[config.mk]
export PLATFORM = sky130hd
export DESIGN_NAME = frc_ctrl
export DESIGN_NICKNAME = d
export VERILOG_FILES = /design/src/rtl/core/frc_pkg.sv /design/src/rtl/core/frc_ctrl.sv
export SDC_FILE = /design/constraint.sdc
export NUM_CORES = 1
export LEC_CHECK = 0
export BUFFER_PORTS_ARGS = -buffer_cell sky130_fd_sc_hd__buf_2
export CAP_MARGIN = 40
export CORE_AREA = 2 2 39 41
export DETAILED_ROUTE_END_ITERATION = 6
export DIE_AREA = 0 0 41 43
export GPL_TIMING_DRIVEN = 0
export MAX_ROUTING_LAYER = met4
export PLACE_DENSITY = 0.56
export SYNTH_ARGS = -nofsm -noshare
export SYNTH_HDL_FRONTEND = slang
export SYNTH_SLANG_ARGS = --single-unit
[constraint.sdc]
create_clock -name clk -period 1.4 [get_ports clk]
set_clock_uncertainty 0.05 [all_clocks]
set_input_delay 0.14 -clock clk [delete_from_list [all_inputs] [get_ports clk]]
set_output_delay 0.14 -clock clk [all_outputs]
set_load 0.01 [all_outputs]
[src/rtl/core/frc_pkg.sv]
// shared types, constants and helpers for the fifo replacement cache
// no dependencies; used by every file under rtl/core but frc_ram
package frc_pkg;

    localparam int WORD_W = 10;
    localparam int CAP_W  = 10;
    localparam int CNT_W  = 32;

    localparam int WORD_MAX = (1 << WORD_W) - 1;

    localparam int DEF_RING_DEPTH = 1024;
    localparam int DEF_WORD_SPACE = 1024;

    localparam logic [CNT_W-1:0] MISS_MAX = '1;

    // compare-subtract steps that bring any word below ws
    function automatic int red_steps(input int ws);
        int n;
        n = 0;
        for (int k = 0; k < 11; k++)
        begin
            if ((ws << k) <= WORD_MAX)
            begin
                n = k + 1;
            end
        end
        return n;
    endfunction

    typedef enum logic [2:0] {
        ST_CLEAR,
        ST_IDLE,
        ST_REDUCE,
        ST_LOOKUP,
        ST_DECIDE,
        ST_CHECK,
        ST_EVICT,
        ST_FINISH
    } state_t;

    typedef struct packed {
        logic clr_step;
        logic accept;
        logic red_step;
        logic look;
        logic decide;
        logic append;
        logic evict_rd;
        logic evict_wr;
        logic load_out;
    } cmd_t;

    typedef struct packed {
        logic clr_last;
        logic red_skip;
        logic red_last;
        logic hit;
        logic over_cap;
        logic out_free;
    } status_t;

endpackage

[src/rtl/core/frc_ctrl.sv]
// sequencer of the fifo replacement cache: clearing pass, reduce, lookup, append, eviction
// depends on frc_pkg
module frc_ctrl (
    input  logic             clk,
    input  logic             rst_n,
    input  logic             in_valid,
    output logic             in_ready,
    input  frc_pkg::status_t status,
    output frc_pkg::cmd_t    cmd
);

    frc_pkg::state_t state_reg;
    frc_pkg::state_t state_next;

    always_ff @(posedge clk or negedge rst_n)
    begin
        if (!rst_n)
        begin
            state_reg <= frc_pkg::ST_CLEAR;
        end
        else
        begin
            state_reg <= state_next;
        end
    end

    // next state
    always_comb
    begin
        state_next = state_reg;
        unique case (state_reg)
            frc_pkg::ST_CLEAR:
            begin
                if (status.clr_last)
                begin
                    state_next = frc_pkg::ST_IDLE;
                end
            end
            frc_pkg::ST_IDLE:
            begin
                if (in_valid)
                begin
                    state_next = status.red_skip ? frc_pkg::ST_LOOKUP : frc_pkg::ST_REDUCE;
                end
            end
            frc_pkg::ST_REDUCE:
            begin
                if (status.red_last)
                begin
                    state_next = frc_pkg::ST_LOOKUP;
                end
            end
            frc_pkg::ST_LOOKUP:
            begin
                state_next = frc_pkg::ST_DECIDE;
            end
            frc_pkg::ST_DECIDE:
            begin
                if (!status.hit)
                begin
                    state_next = frc_pkg::ST_CHECK;
                end
                else if (status.out_free)
                begin
                    state_next = frc_pkg::ST_IDLE;
                end
                else
                begin
                    state_next = frc_pkg::ST_FINISH;
                end
            end
            frc_pkg::ST_CHECK,
            frc_pkg::ST_EVICT:
            begin
                if (status.over_cap)
                begin
                    state_next = frc_pkg::ST_EVICT;
                end
                else if (status.out_free)
                begin
                    state_next = frc_pkg::ST_IDLE;
                end
                else
                begin
                    state_next = frc_pkg::ST_FINISH;
                end
            end
            frc_pkg::ST_FINISH:
            begin
                if (status.out_free)
                begin
                    state_next = frc_pkg::ST_IDLE;
                end
            end
            default:
            begin
                state_next = frc_pkg::ST_IDLE;
            end
        endcase
    end

    // commands
    always_comb
    begin
        cmd      = '0;
        in_ready = 1'b0;
        unique case (state_reg)
            frc_pkg::ST_CLEAR:
            begin
                cmd.clr_step = 1'b1;
            end
            frc_pkg::ST_IDLE:
            begin
                in_ready   = 1'b1;
                cmd.accept = in_valid;
            end
            frc_pkg::ST_REDUCE:
            begin
                cmd.red_step = 1'b1;
            end
            frc_pkg::ST_LOOKUP:
            begin
                cmd.look = 1'b1;
            end
            frc_pkg::ST_DECIDE:
            begin
                cmd.decide   = 1'b1;
                cmd.append   = !status.hit;
                cmd.load_out = status.hit && status.out_free;
            end
            frc_pkg::ST_CHECK:
            begin
                cmd.evict_rd = status.over_cap;
                cmd.load_out = !status.over_cap && status.out_free;
            end
            frc_pkg::ST_EVICT:
            begin
                cmd.evict_wr = 1'b1;
                cmd.evict_rd = status.over_cap;
                cmd.load_out = !status.over_cap && status.out_free;
            end
            frc_pkg::ST_FINISH:
            begin
                cmd.load_out = status.out_free;
            end
            default:
            begin
                cmd = '0;
            end
        endcase
    end

endmodule

==> results.txt, run 1 <==
- The flow ran to the end, but the final reports show violations.
* 1st-pass router iterations: 2
* Number of top-level pins: 19
- The top cell types in the final layout, fill and taps aside, are buf_2, nor2_1, buf_4.
* Depth of the worst hold-timing path: 3
- For this configuration, the core starts out at a cell density of 0.2414.
- In this run the number of H-tree levels came out at 1.
* Leakage: 0.2772 nW
* Wire length of the first global-routing pass: 1.435 mm
* Number of violations of the max-capacitance limit: 0
- In the routed layout, each cell is associated on average with a via count of 4.494.
- Layout area overhead: 61.05%
* Placeable core region: roughly 1400 um^2
- End of the worst register-to-register path: state_reg[0]$_DFFE_PN0P_
- CTS Buffer Depth: 2
- ANT cells: 0
- The detail route stage leaves a number of antenna-violating nets equal to 0.
- The final layout contains routed wiring with a total length of about 940 um.
* Mean instance size in the synthesized netlist: 7.769 um^2
* Unrepaired setup endpoints after global routing: true
- Setup violations remaining at the end of the flow were counted as 2.
- Buffers inserted during clock tree synthesis total 3.
* Count of buffers from port buffering: 18
- Wire segments on met2 add up to 482 um in the final route.
- The die is around 40 um wide.
* Wire length on met1: 404 um
- In the finished design, the share of the clock period the worst path needs comes to 1.025.
- CTS tree: built
* Most common library cell in the layout ignoring fill and taps: buf_2
* Launch point of the worst hold path: status[2]
- Mean routed wirelength per cell: 10.82 um
- Clock latency at the later pin of the worst-skew pair: 0.23 ns
* Flip-flop count of the largest register, all copies and words added: 3
- Counting distinct cell types in the post-synthesis netlist gives 24.
* Sum of net half-perimeters after detailed placement: approximately 670 um
- Derived from the worst setup path, the maximum achievable clock frequency is 696.9 MHz.
- Across every metal layer, demand over resource in global routing totals 0.1213.
- The worst-case IR drop observed on VDD is 0.6666 mV.
- Violated checks: setup timing
- The mapped netlist covers ~330 um^2.
- The final route contains 391 vias.
- Row cnt: 14
* Power density over cell area: 2283 nW/um^2
- After clock tree synthesis, the clock-pin slew on the worst setup and hold paths is roughly 0.03 ns.
- The number of global-route vias before repair is 365.
* Worst-case hold path end point: state_reg[1]$_DFFE_PN0P_
- The die covers 1763 um^2.
- Overall power after layout: 1.229 mW
* Top layer in use: met3
* Sink Count: 3
- Die extent in y: roughly 43 um
- Clk Tree Root Cell: clkbuf_4
* DRC viols: 0
- STA classifies the critical path endpoint as an output port.
* Worst-case headroom to the max-slew limit: 0.8611
* Critical path startpoint category: register
* Initial antenna violation count: 0
* Cell accounting for the most synthesized area: dfrtp_1
- The critical path is of the reg -> out type.
- # nets final: between 80 and 90
* Final hold violation count: 0
* Crit Reg-Reg Startpoint: state_reg[1]$_DFFE_PN0P_
- Worst R2R Path Depth: 4
- GPL Wtd Cong: 0.7058
- Of the cells placed in the final design, the portion with a size suffix greater than 1 is 0.5352.
- Warnings from Yosys: 0
- Measured slew at the worst slew-check pin: around 0.21 ns
- Number of instances in the synthesized netlist: between 40 and 50
* Number of DRC markers in iteration 0: 3
- When the netlist entered floorplanning its net count stood at 52.
* Worst path arrival time: 1.24 ns
* Top-area cell type share of the netlist area: 0.2247
- The min-delay analysis places its worst path in the category in -> reg.
* Total gr overflow: 0
- After synthesis the netlist holds a flip-flop and latch count of 3.
- Entering global routing, the biggest net connects 11 pins.
* Final worst path period need: 1.435 ns
* Final critical-path setup slack: -0.03486 ns
* Placement-stage worst setup slack: 0.08539 ns
* Post-synthesis sequential area ratio: 0.2247
* Req. time, crit path: around 1.2 ns
* R2R Setup Slk: 0.17 ns
* Top post-synthesis cells by area: dfrtp_1, nor2_1, o31ai_4
- Final count of pins violating max slew: 0
- Largest fanout on the critical path: 10
- Total length of routed met3 wires: between 50 and 60 um
-- critical path: stages, from the launching register on --
cell	delay, ns
dfrtp_2	0.43
buf_6	0.16
inv_2	0.05
a311oi_2	0.21
buf_2	0.16
-- how the worst max path moves through the flow --
stage,slack (ns),endpoint,startpoint,cells past startpoint
2_1_floorplan,0.23,cmd[0],state_reg[1]$_DFFE_PN0P_,3
3_3_place_gp,0.09,cmd[0],state_reg[1]$_DFFE_PN0P_,4
3_5_place_dp,0.09,cmd[0],state_reg[1]$_DFFE_PN0P_,4
4_1_cts,-0.03,cmd[0],state_reg[1]$_DFFE_PN0P_,4
5_1_grt,-0.09,cmd[0],state_reg[1]$_DFFE_PN0P_,4
6_report,-0.03,cmd[0],state_reg[1]$_DFFE_PN0P_,4
-- what timing repair did --
action                                  4_1_cts  5_1_grt
hold buffers                                  1        0
setup buffers                                 4        1
endpoints found under the setup margin        6        9
endpoints found under the hold margin         3        0
gates resized for setup                       5        2
pin swaps                                     2        0
-- report_power, final --
part	total, mW	internal, mW	switching, mW	leakage (nW)
combinational	0.869	0.444	0.425	0.229
clock	0.149	0.107	0.0424	0.0150
sequential	0.211	0.140	0.0709	0.0334
total	1.23	0.690	0.538	0.277
-- final cells by class --
| type | count | area [um^2] |
|---|---|---|
| Timing Repair Buffer | 24 | 137.6 |
| Multi-Input combinational cell | 34 | 231.5 |
| Inverter | 3 | 11.26 |
| Fill cell | 154 | 845.8 |
| Sequential cell | 3 | 77.57 |
| Buffer | 3 | 33.78 |
| Clock buffer | 4 | 26.28 |
| Tap cell | 16 | 20.02 |
-- cell usage after synthesis (all sizes together) --
library cell  count
a211o             1
a21oi             2
a22o              1
a311oi            1
a31oi             1
and2              1
and2b             1
and3              1
buf               3
dfrtp             3
inv               3
nand2             4
nand2b            2
nor2              6
nor2b             2
nor3              4
o211ai            1
o21ai             2
o31ai             1
or2b              2
xnor2             1
-- layer usage --
layer / up-vias / GRT usage
met4: 0 / 0.06000
met5: - / -
met2: 10 / 0.1813
li1: 204 / -
met1: 177 / 0.1442
met3: 0 / 0.03141
-- cell families (layout without fill, tap and decap cells) --
group                     count (synthesis)  after routing  share of synthesized area
DFF                                       3              3                     0.2247
AOI/OAI and AO/OA                        10             10                     0.2622
and+or+nand+nor                          23             23                     0.3745
xor gates and xnor gates                  1              1                    0.02622
buffers and inverters                     6             34                     0.1123
-- per-stage QoR --
step / area [um^2] / util / std cells / hold WS (ns) / TNS (ns)
after global placement: 444.2 / 0.3210 / 77 / -0.1151 / 0
after detailed placement: 444.2 / 0.3210 / 77 / -0.1126 / 0
final: 538.0 / 0.3888 / 87 / 0.1551 / -0.05278
after CTS: 526.8 / 0.3807 / 86 / 0.1579 / -0.06186
after global routing: 538.0 / 0.3888 / 87 / 0.1698 / -0.3257
after floorplan: 334.1 / - / 43 / -0.2056 / 0
Power figures use the tool's default switching activity.
==> run 2: changes to the inputs <==
--- a/config.mk
+++ b/config.mk
@@ -5,14 +5,15 @@
 export SDC_FILE = /design/constraint.sdc
 export NUM_CORES = 1
 export LEC_CHECK = 0
-export BUFFER_PORTS_ARGS = -buffer_cell sky130_fd_sc_hd__buf_2
 export CAP_MARGIN = 40
 export CORE_AREA = 2 2 39 41
+export CTS_BUF_LIST = sky130_fd_sc_hd__clkbuf_8
 export DETAILED_ROUTE_END_ITERATION = 6
 export DIE_AREA = 0 0 41 43
+export DONT_BUFFER_PORTS = 1
 export GPL_TIMING_DRIVEN = 0
 export MAX_ROUTING_LAYER = met4
-export PLACE_DENSITY = 0.56
+export PLACE_DENSITY = 0.43
 export SYNTH_ARGS = -nofsm -noshare
 export SYNTH_HDL_FRONTEND = slang
 export SYNTH_SLANG_ARGS = --single-unit
==> results.txt, run 2 (same netlist as run 1, synthesis figures left out) <==
- The classification of the worst-slack hold path is in -> reg (unchanged).
- The maximum number of pins on one net before global-route repair is 11 (unchanged).
* Clock network power share: 0.218 (was 0.121)
- The sequential power share came to 0.176 (was 0.172).
* Sum of net half-perimeters after detailed placement: 604.5 um (was 674.1 um)
* Die X-Extent: 41 um (unchanged)
- The overall die area was 1763 um^2 (unchanged).
- ANT cells: 0 (unchanged)
* Beginning of the critical path: state_reg[2]$_DFFE_PN0P_ (was state_reg[1]$_DFFE_PN0P_)
- Die extent in y: 43 um (unchanged)
- CTS Buffer Depth: 2 (unchanged)
- The detailed-route wire length came to 804 um (was 941 um).
- The data arrival time at the worst-slack endpoint is 1.17 ns (was 1.24 ns).
- Total gr overflow: 0 (unchanged)
- The sequential cell area is 76.32 um^2 (was 77.57 um^2).
- Total via count in the routed design: 312 (was 391)
* Mean routed wirelength per cell: 12.56 um (was 10.82 um)
* Via density per instance: 4.875 (was 4.494)
- The count of buffers inserted at the top-level ports came to 0 (was 18).
* Most common library cell in the layout ignoring fill and taps: nor2_1 (was buf_2)
- The final hold violation count came to 0 (unchanged).
- The clock transition at the registers of the reported paths came to 0.03 ns (about the same).
* Number of violations of the max-capacitance limit: 0 (unchanged)
* Final setup fails: 0 (was 2)
* Total global routing track utilization: 0.1196 (was 0.1213)
* Flip-flop count of the largest register, all copies and words added: 3 (unchanged)
* CTS tree: built (unchanged)
- The final weighted congestion of routability-driven global placement was 0.7075 (was 0.7058).
- The static power due to leakage came to 0.1811 nW (was 0.2772 nW).
- Layout area overhead: 32.58% (was 61.05%)
* Overall power after layout: 1.145 mW (was 1.229 mW)
* Net switching power: 0.5258 mW (was 0.5384 mW)
- Run status: finished clean (was finished, violations left)
* Clock latency at the later pin of the worst-skew pair: 0.22 ns (was 0.23 ns)
- The boundary pin count came to 19 (unchanged).
- Req. time, crit path: 1.21 ns (about the same)
* Max IR drop VDD: 0.6888 mV (was 0.6666 mV)
- The final cell utilization of the core came to 0.3201 (was 0.3888).
* Power density over cell area: 2585 nW/um^2 (was 2283 nW/um^2)
- Unrepaired setup endpoints after global routing: true (unchanged)
- The number of setup buffers added after CTS came to 0 (was 4).
- The CTS sink count is 3 (unchanged).
- Critical path startpoint category: register (unchanged)
- The switching share of total power came to 0.4593 (was 0.4382).
- The H-tree depth is 1 (unchanged).
- Largest fanout on the critical path: 10 (unchanged)
* Most frequent cells in the layout: nor2_1, nand2_1, clkbuf_8 (was buf_2, nor2_1, buf_4)
- The global-route wire length before repair came to 1.359 mm (was 1.435 mm).
* Placeable core region: 1384 um^2 (unchanged)
* WS Path Type: reg -> out (unchanged)
- Multi-input logic area: 250.2 um^2 (was 231.5 um^2)
* Number of routed nets with antenna violations: 0 (unchanged)
- The summed negative setup slack over all endpoints was 0 ns (was -0.05278 ns).
- Initial antenna violation count: 0 (unchanged)
- Clk Tree Root Cell: clkbuf_8 (was clkbuf_4)
* Number of DRC markers in iteration 0: 1 (was 3)
* Starting Density: 0.2414 (unchanged)
- Launch point of the worst hold path: status[2] (unchanged)
- # nets final: 58 (was 81)
- Filler cells: 166 (was 154)
- Worst-case headroom to the max-slew limit: 0.7661 (was 0.8611)
* DRC viols: 0 (unchanged)
- The site row count was 14 (unchanged).
- Final count of pins violating max slew: 0 (unchanged)
- The highest achievable clock rate came to 737.4 MHz (was 696.9 MHz).
- The type of element capturing the critical path was an output port (unchanged).
- 1st-pass router iterations: 2 (unchanged)
* Crit Reg-Reg Startpoint: state_reg[1]$_DFFE_PN0P_ (unchanged)
* Layout cell share with drive strength beyond 1: 0.3542 (was 0.5352)
- The final cycle utilization of the critical path came to 0.9687 (was 1.025).
- The minimum clock period is 1.356 ns (was 1.435 ns).
* Total CTS buffers: 3 (unchanged)
- Measured slew at the worst slew-check pin: 0.3482 ns (was 0.2084 ns)
- The combinational share of power is 0.607 (was 0.707).
- Vias in the first global route: 308 (was 365)
- Cell Int Power: 0.6189 mW (was 0.6901 mW)
run 2: changes by cell type in the layout (fill, tap and decap cells not counted), sizes merged:
cell,previous run,this run
buf,26,3
clkbuf,4,3
inv,3,4
run 2: power groups by stage:
stage                     Clock [mW]  Sequential, mW  Combinational (mW)
after global placement             0           0.197               0.642
after global routing           0.262           0.210               0.778
after floorplan                    0           0.177               0.545
final                          0.249           0.201               0.694
after detailed placement           0           0.195               0.631
after CTS                      0.252           0.201               0.672
run 2: through the flow:
step                instance area (um^2)  instances  worst slack (ns)  hold slack [ns]
floorplan                          334.1         43            0.2323          -0.2056
global placement                   354.1         59            0.1488          -0.2055
detailed placement                 354.1         59            0.1467          -0.2055
CTS                                429.2         64         -0.006754          0.03674
global route                       442.9         64          -0.03828          0.07371
finish                             442.9         64           0.04383          0.03667
run 2: metal layers:
layer	global-route usage	wire (um)	up-vias
met5	-	0	-
met4	0.08000	15	0
met3	0.03141	45	2
met2	0.1406	376	10
met1	0.1715	366	143
li1	-	-	157
run 2: worst paths after layout:
check,cells after the start,slack (ns),end
setup / recovery,3,0.04,cmd[0]
hold / removal,2,0.04,state_reg[1]$_DFFE_PN0P_
setup reg to reg,3,0.24,state_reg[2]$_DFFE_PN0P_
hold reg to reg,2,0.70,state_reg[2]$_DFFE_PN0P_
max in group asynchronous,1,1.02,state_reg[1]$_DFFE_PN0P_
min in group asynchronous,1,0.12,state_reg[0]$_DFFE_PN0P_
run 2: worst max-delay path, stage by stage (launching register included):
cell	delay, ns
dfrtp_1	0.42
buf_6	0.16
inv_1	0.06
a311oi_4	0.30
run 2: cell type report:
type / count / share of cell area
tap: 16 / 0.04520
buffer: 3 / 0.06780
clock buffer: 3 / 0.09322
sequential: 3 / 0.1723
multi-input combinational: 34 / 0.5650
inverter: 3 / 0.02542
timing repair buffer: 1 / 0.02260
clock inverter: 1 / 0.008475
run 2: timing repair:
item / CTS / global route
endpoints found under the hold margin: 3 / 0
endpoints found under the setup margin: 3 / 7
hold buffers: 1 / 0
gates resized for setup: 4 / 4
pin swaps: 1 / 1
